--- src/hw/rtl/slec_pkg.sv ---
`timescale 1ns / 1ps
`default_nettype none

package slec_pkg;

	typedef enum logic [1:0] {
		OP_INSERT = 2'd0,
		OP_DELETE = 2'd1,
		OP_FIND   = 2'd2,
		OP_READ   = 2'd3
	} op_t;

	typedef enum logic [1:0] {
		ST_OK        = 2'd0,
		ST_FULL      = 2'd1,
		ST_BAD_POS   = 2'd2,
		ST_NOT_FOUND = 2'd3
	} status_t;

	// Command broadcast to every cell for the length of one operation.
	typedef struct packed {
		op_t  op;
		logic ok;
	} cmd_t;

	// Control part of the wave that walks the chain.
	typedef struct packed {
		logic tok;
		logic found;
	} wave_ctl_t;

endpackage

`default_nettype wire

--- src/hw/rtl/slec_cell.sv ---
`timescale 1ns / 1ps
`default_nettype none

module slec_cell #(
	parameter int WORD_BITS = 32,
	parameter int IW        = 6,
	parameter int CW        = 7,
	parameter int I         = 0
) (
	input  wire                    clk,
	input  wire                    arst_n,
	input  slec_pkg::cmd_t         cmd,
	input  wire  [WORD_BITS-1:0]   value,
	input  wire  [IW-1:0]          at,
	input  wire  [CW-1:0]          cnt,
	input  slec_pkg::wave_ctl_t    ctl_in,
	input  wire  [IW-1:0]          idx_in,
	input  wire  [WORD_BITS-1:0]   data_in,
	input  wire  [WORD_BITS-1:0]   next_data,
	output slec_pkg::wave_ctl_t    ctl_q,
	output logic [IW-1:0]          idx_q,
	output logic [WORD_BITS-1:0]   wdata_q,
	output logic [WORD_BITS-1:0]   data_q
);
	import slec_pkg::*;

	logic                 here;
	logic                 after;
	logic                 live;
	logic                 hit;
	logic                 found_d;
	logic [IW-1:0]        idx_d;
	logic [WORD_BITS-1:0] wdata_d;
	logic [WORD_BITS-1:0] data_d;

	assign here  = (at == IW'(I));
	assign after = (at < IW'(I));
	assign live  = (cnt > CW'(I));

	always_comb begin
		hit     = 1'b0;
		found_d = ctl_in.found;
		idx_d   = idx_in;
		wdata_d = data_in;
		data_d  = data_q;
		if (ctl_in.tok) begin
			unique case (cmd.op) inside
				OP_INSERT: begin
					// take the new word here, bubble the displaced one upward
					if (cmd.ok && here) begin
						data_d  = value;
						wdata_d = data_q;
					end else if (cmd.ok && after) begin
						data_d  = data_in;
						wdata_d = data_q;
					end
				end
				OP_DELETE, OP_FIND: begin
					hit     = !ctl_in.found && live && (data_q == value);
					found_d = ctl_in.found || hit;
					if (hit) begin
						idx_d = IW'(I);
					end
					// close the gap: upper neighbour is still untouched
					if (cmd.op == OP_DELETE && found_d) begin
						data_d = next_data;
					end
				end
				OP_READ: begin
					if (cmd.ok && here) begin
						wdata_d = data_q;
					end
				end
				default: begin
				end
			endcase
		end
	end

	always_ff @(posedge clk or negedge arst_n) begin
		if (!arst_n) begin
			ctl_q <= '0;
		end else begin
			ctl_q.tok <= ctl_in.tok;
			if (ctl_in.tok) begin
				ctl_q.found <= found_d;
			end
		end
	end

	always_ff @(posedge clk) begin
		data_q <= data_d;
		if (ctl_in.tok) begin
			idx_q   <= idx_d;
			wdata_q <= wdata_d;
		end
	end

endmodule

`default_nettype wire

--- config.mk ---
export PLATFORM = sky130hd
export DESIGN_NAME = slec_cell
export DESIGN_NICKNAME = d
export VERILOG_FILES = /design/src/hw/rtl/slec_pkg.sv /design/src/hw/rtl/slec_cell.sv
export SDC_FILE = /design/constraint.sdc
export NUM_CORES = 1
export LEC_CHECK = 0
export BUFFER_PORTS_ARGS = -buffer_cell sky130_fd_sc_hd__buf_2
export CAP_MARGIN = 5
export CORE_UTILIZATION = 48
export CTS_CLUSTER_SIZE = 20
export DETAILED_ROUTE_END_ITERATION = 12
export GPL_TIMING_DRIVEN = 1
export PLACE_DENSITY = 0.95
export SETUP_SLACK_MARGIN = 0.4
export SYNTH_ARGS = -nofsm -noshare
export SYNTH_HDL_FRONTEND = slang
export SYNTH_SLANG_ARGS = --single-unit
--- constraint.sdc ---
create_clock -name clk -period 10.1 [get_ports clk]
set_input_delay 1.515 -clock clk [delete_from_list [all_inputs] [get_ports clk]]
set_output_delay 1.515 -clock clk [all_outputs]
set_load 0.05 [all_outputs]
==> metrics.md, run 1 <==
| Metric | Value |
|---|---|
| Final setup TNS | 0 ns |
| Max-cap violations | 0 |
| Clk buf depth | 2 |
| CP Data Arrival Time | 3.55 ns |
| #FFs+latches synth | 72 |
| Vias in the first global route | 2,482 |
| Post-synthesis async set-or-reset flop share | 2.778% |
| Final ANT Viol Nets | 0 |
| Pwr/cell area | 172.9 nW/um^2 |
| Crit path depth | 6 |
| Critical Path Slowest Stage Cell | a31oi_4 |
| Status | finished clean |
| Crit. Startpoint | value[0] |
| Hpwl dp | 6326 microns |
| GR Overflow Total | 0 |
| Critical path type | input port to flop |
| Worst setup SP type | input port |
| Residual DRC | 0 |
| Core area | 6907 sq um |
| Met1 wire length | 3310 microns |
| Chip width | 87.42 microns |
| Share of layout cells above drive strength 1 | 66.91% |
| Die ar. | 7641 sq um |
| Gate Count Post-Synth | 213 |
| Hold Buf Count CTS | 0 |
| Largest net degree at the start of global routing | 42 |
| Max transition margin | 25.82% |
| Number of synthesized flops with an enable pin | 70 |
| First-pass GRT wire length | 11,980 microns |
| Met3 wire length | 534 microns |
| Non-filler instance count after layout | 513 |
| R2r startpoint | data_q[0] |
| Uppermost layer routed | met4 |
| DR iter-0 viols | 73 |
| RePlAce Congestion | 0.7031 |
| Critical Path End Type | flop |
| CP required | 10.04 ns |
| Vias | 2,547 |
| Unrepaired setup endpoints after global routing | false |
| Per-cell routed wire length | 16.42 microns |
| Htree depth | 3 |
| Critical path, cell by cell | buf_2, xnor2_1, nand4_1, nor4_2, nand3_1, a31oi_4 |
| Clk root buf | clkbuf_8 |
| Gr usage total | 21.51% |
| Main combinational cell family by area after synthesis | multiplexers |
| Final core occ | 69.31% |
| Period utilization | 35.73% |
| Hold Vio Cnt, Final | 0 |
| Total CTS buffers | 9 |
| FMAX | 277.1 MHz |
| Mapped Nets | 339 |
| Most frequent cells in the layout | 193 x buf_2, 70 x edfxtp_1, 62 x mux2_2 |
| Cell family with most CP delay | compound AO/OA/AOI/OAI gates |
| Worst setup endpoint | data_q[6] |
| Sequential share of the synthesized area | 61.45% |
| # setup viols final | 0 |
| Worst Path Buf+Inv | 1 |
| Distinct cells, synth | 27 |
| Least-Margin Pin Slew | 1.113 ns |
| Setup bufs post-CTS | 0 |
| Final Instance Area | 4787 sq um |
| Starting density of the core | 50.71% |
| Worst reg2reg setup slack | 7.34 ns |
| CTS tree | done |
| Placed cell count | 497 |
| Simple-gate share of the synthesized area | 5.180% |
| Row cnt | 30 |
| Antenna diodes | 0 |
| Mapped Area | 3502 sq um |
| Total power | 827.6 uW |
| Yosys warning total | 0 |
| Area growth, synth to finish | 36.69% |
| Worst skew pair latency | 0.34 ns |
| Initial antenna violation count | 0 |
| Tmin final | 3.608 ns |
| Clk sink count | 72 |
| Vias/cell | 4.965 |
| Worst-path clk slew | 0.07 ns |
| Drt pass-1 iters | 4 |
| Post-Synth XOR/XNOR Area | 8.217% |
| Met2 wire length | 4443 microns |
| # resized after CTS | 0 |
| Mux cell area share after synthesis | 20.86% |
| R2R depth | 5 |
| Crit path max fanout | 32 |
| Fin Clk Skew | 0.01685 ns |
| Leakage power total | 0.002005 uW |
| Layout Nets | 538 |
| Final Max Tran Viols | 0 |
| Die outline height | 87.42 microns |
| Synthesized area per cell | 16.44 sq um |
| Final WL | 8426 microns |
| PortBufs | 193 |
| Most common cell after layout, fill and taps aside | buf_2 |
| Placed Area | 4564 sq um |
| Boundary Pins | 194 |
| Area fraction in compound gates after synthesis | 0.8932% |
| Synth Area in Adders | 1.429% |
| HP Class | flop to flop |
| CP max stage delay | 0.93 ns |
| Maximum VDD drop | 0.09671 mV |
| Dominant synthesized flop cell | edfxtp_1 |
| Reg-to-reg endpoint | data_q[6] |
[kinds of logic after synthesis]
group,count (synthesis)
adders and majority gates,4
and+or+nand+nor,25
muxes,65
buffers and inverters,11
AOI/OAI and AO/OA,4
DFF,72
xor gates and xnor gates,32
[worst reg2reg max path: cells and delay by family (launching register included)]
| kind | cells | cell delay (ns) |
|---|---|---|
| compound gates | 1 | 0.93 |
| simple gates | 3 | 0.69 |
| flops | 1 | 0.43 |
| xor+xnor | 1 | 0.31 |
[flip-flops by register name, indices dropped and copies added, names as in the netlist]
signal and count:
data_q 32, ctl_q 2, wdata_q 32, idx_q 6
[report_power, final]
group          switching, uW  internal, uW  total (uW)
clock network            107           146         253
registers               14.4           359         374
logic                    135          66.0         201
total                    256           571         828
[routing by layer]
layer,global-route usage (%),vias to the layer above
met5,0,-
met4,7.899,0
met3,4.929,13
met2,39.35,126
met1,24.39,1195
li1,-,1213
[cell type report]
cell class,instances,area (sq um)
fill,498,2120
sequential,72,2152
timing repair buffer,195,980.9
inverter,4,15.01
clock inverter,5,81.33
tap,96,120.1
multi-input combinational,130,1296
clock buffer,11,141.4
[worst min path at each step]
stage	start	endpoint	depth (start not counted)
after floorplan	ctl_q[0]	ctl_q[0]	2
after global placement	ctl_q[0]	ctl_q[0]	2
after detailed placement	ctl_q[0]	ctl_q[0]	2
after CTS	ctl_q[0]	ctl_q[0]	2
after global routing	ctl_q[0]	ctl_q[0]	2
final	ctl_q[0]	ctl_q[0]	2
[metrics by stage]
step           hold slack, ns  worst slack (ns)
6_report               0.5216             6.492
3_3_place_gp           0.5008             6.150
3_5_place_dp           0.4994             6.128
4_1_cts                0.5170             6.473
2_1_floorplan          0.8211             5.695
5_1_grt                0.5380             6.315
[cells in the mapped netlist (all sizes together) (2+ instances only)]
master | instances | area share [%]
edfxtp | 70 | 60
xor2 | 4 | 1.0
xnor2 | 28 | 7.2
ha | 4 | 1.4
mux2 | 64 | 21
inv | 4 | 0.43
buf | 7 | 1.5
and2 | 6 | 1.1
nor4 | 3 | 0.89
dfrtp | 2 | 1.4
nor3 | 3 | 0.43
nand4 | 8 | 1.6
Power figures use the tool's default switching activity.
==> inputs of run 2 (changes only) <==
Settings changed: CORE_UTILIZATION 48 to 45, PLACE_DENSITY 0.95 to 0.91.
Clock period 10.1 ns to 3.7 ns, I/O delays scaled along.
==> run 2 against run 1 <==
Combinational power rose to 2.7 times the previous value. Total power rose to 2.8 times the previous value. Highest routed layer unchanged. Sequential power rose to 2.7 times the previous value. Flip-flop and latch count did not move. Critical path type is now flop to flop. Register-to-register slack got worse by 6.3 ns. Clock power rose to 2.9 times the previous value. Routed wire length rose by 4.1%. Largest power group unchanged. Critical path depth did not move. Largest cell class unchanged. Core utilization fell by 3.8 points. Global-route usage rose by 0.99 points. Setup slack got worse by 5.4 ns.
==> metrics.md, run 2 (synthesis results as in run 1) <==
| Metric | Value |
|---|---|
| Gr usage total | 22.51% (+0.99 points) |
| Most common cell after layout, fill and taps aside | buf_2 |
| GR peak layer | met2 |
| Fin Clk Skew | 0.007167 ns (-0.009685 ns) |
| RePlAce Congestion | 0.7865 (+12%) |
| Vias in the first global route | 2,723 (+9.7%) |
| Vias/cell | 4.973 (+0.16%) |
| Htree depth | 3 (unchanged) |
| Most frequent cells in the layout | 193 x buf_2, 70 x edfxtp_1, 62 x mux2_2 |
| Core area | 7370 sq um (+6.7%) |
| Pwr/cell area | 477.1 nW/um^2 (+180%) |
| Tmin final | 2.613 ns |
| Chip width | 90.22 microns (+3.2%) |
| Total CTS buffers | 9 (unchanged) |
| GR Overflow Total | 0 (unchanged) |
| Flop pwr share | 44.2% (-0.9 points) |
| HP Class | input port to flop |
| Period utilization | 70.62% |
| Final ANT Viol Nets | 0 (unchanged) |
| Sw frac | 30.20% (-0.77 points) |
| Row cnt | 31 (+3.3%) |
| Leakage power total | 0.002027 uW (+1.1%) |
| Reg-to-reg endpoint | data_q[19] |
| Unrepaired setup endpoints after global routing | false |
| Initial antenna violation count | 0 (unchanged) |
| Worst-path clk slew | 0.08 ns (about the same) |
| First-pass GRT wire length | 13,870 microns (+16%) |
| Place WS | 0.7498 ns (-5.378 ns) |
| Met3 Track Usage GR | 4.907% (-0.022 points) |
| Hold Path Stages | 2 (unchanged) |
| Vias | 2,581 (+1.3%) |
| Setup bufs post-CTS | 0 (unchanged) |
| R2R depth | 6 (+1) |
| Largest net degree at the start of global routing | 41 (-2.4%) |
| Final Max Tran Viols | 0 (unchanged) |
| Met1 GRT Util | 25.53% (+1.1 points) |
| Maximum VDD drop | 0.2482 mV (+160%) |
| Hold Vio Cnt, Final | 0 (unchanged) |
| R2r startpoint | data_q[3] |
| Worst setup SP type | flop |
| Clk root buf | clkbuf_8 |
| Critical Path End Type | flop |
| Worst Hold Path EP | idx_q[3] |
| Worst skew pair latency | 0.34 ns (about the same) |
| Least-Margin Pin Slew | 0.6144 ns (-0.4983 ns) |
| Met2 usage | 41.16% (+1.8 points) |
| Antenna diodes | 0 (unchanged) |
| Clk buf depth | 2 (unchanged) |
| Max-cap violations | 0 (unchanged) |
| Max transition margin | 59.04% (+33 points) |
| Clk sink count | 72 (unchanged) |
| Crit path max fanout | 17 (-47%) |
| Boundary Pins | 194 (unchanged) |
| Switching Power | 696.0 uW (+170%) |
| FMAX | 382.7 MHz |
| Final WL | 8772 microns (+4.1%) |
| CP Data Arrival Time | 2.64 ns (-0.91 ns) |
| CTS tree | done |
| Post-layout worst setup margin | 1.087 ns (-5.404 ns) |
| Critical path type | flop to flop |
| Die outline height | 90.22 microns (+3.2%) |
| Proportion of power drawn by combinational gates | 23.9% (-0.3 points) |
| Fillers | 586 (+18%) |
| Starting density of the core | 47.52% (-3.2 points) |
| Share of layout cells above drive strength 1 | 66.90% (about the same) |
| Biggest regs | data_q: 32 flops, wdata_q: 32 flops, idx_q: 6 flops |
| Startpoint of the worst hold path | idx_in[3] |
| Layout Nets | 541 (+0.56%) |
| Residual DRC | 0 (unchanged) |
| DR iter-0 viols | 102 (+40%) |
| Status | finished clean |
| Final setup TNS | 0 ns (unchanged) |
| CP required | 3.73 ns (-6.31 ns) |
| Area growth, synth to finish | 37.94% |
| Clock Power Share | 31.9% (+1.3 points) |
| Drt pass-1 iters | 4 (unchanged) |
| Worst reg2reg setup slack | 1.09 ns (-6.25 ns) |
| P_int | 1609 uW (+180%) |
| Hpwl dp | 6743 microns (+6.6%) |
| PortBufs | 193 (unchanged) |
| # setup viols final | 0 (unchanged) |
| Die ar. | 8140 sq um (+6.5%) |
| Per-cell routed wire length | 16.90 microns (+2.9%) |
## run 2: cell types whose count changed in the layout (fill, tap and decap cells not counted), sizes merged
cell,previous run,this run
clkinvlp,1,0
dlygate4sd3,0,1
bufinv,2,3
clkinv,2,3
buf,195,197
clkbuf,11,10
## run 2: repair_timing
action	in CTS	in global routing
endpoints found under the hold margin	2	0
resized for setup	0	0
hold buffers	1	0
## run 2: cell type report
type / count / area (sq um) / share of cell area [%]
multi-input combinational: 130 / 1299 / 26.88
sequential: 72 / 2152 / 44.55
clock buffer: 10 / 127.6 / 2.642
clock inverter: 6 / 107.6 / 2.227
inverter: 4 / 15.01 / 0.3108
timing repair buffer: 198 / 1006 / 20.82
tap: 99 / 123.9 / 2.564
## run 2: worst max path at each step
| stage | cells after the start | slack [ns] | endpoint | start |
|---|---|---|---|---|
| after floorplan | 5 | 0.80 | data_q[0] | data_q[15] |
| after global placement | 7 | 0.83 | data_q[27] | value[6] |
| after detailed placement | 7 | 0.75 | data_q[22] | value[29] |
| after CTS | 6 | 0.98 | data_q[27] | data_q[29] |
| after global routing | 6 | 0.88 | data_q[19] | data_q[3] |
| final | 6 | 1.09 | data_q[19] | data_q[3] |
## run 2: routing by layer
metal	vias to the layer above	routed length, microns
met1	1223	3492
met5	-	0
li1	1212	-
met2	128	4506
met4	0	185
met3	18	587
## run 2: power by group through the flow
stage	Combinational, uW	Clock [uW]	Sequential (uW)
floorplan	133	0	1280
global placement	546	0	1030
detailed placement	554	0	1040
CTS	556	753	1020
global route	579	778	1030
finish	551	735	1020
## run 2: worst max-delay path: stages (launching register included)
cell and delay [ns]:
edfxtp_1 0.43, xnor2_1 0.21, nand4_1 0.17, nor4_2 0.36, nand3_1 0.18, a31oi_4 0.58
buf_4 0.36
## run 2: per-stage QoR
step	hold slack, ns	area (sq um)	total power [uW]	util [%]	std cells
4_1_cts	0.4752	4831	2329	65.55	519
3_3_place_gp	0.3402	4586	1581	62.22	502
2_1_floorplan	0.2594	3508	1410	-	213
5_1_grt	0.4798	4831	2385	65.55	519
6_report	0.4906	4831	2305	65.55	519
3_5_place_dp	0.3417	4586	1591	62.22	502
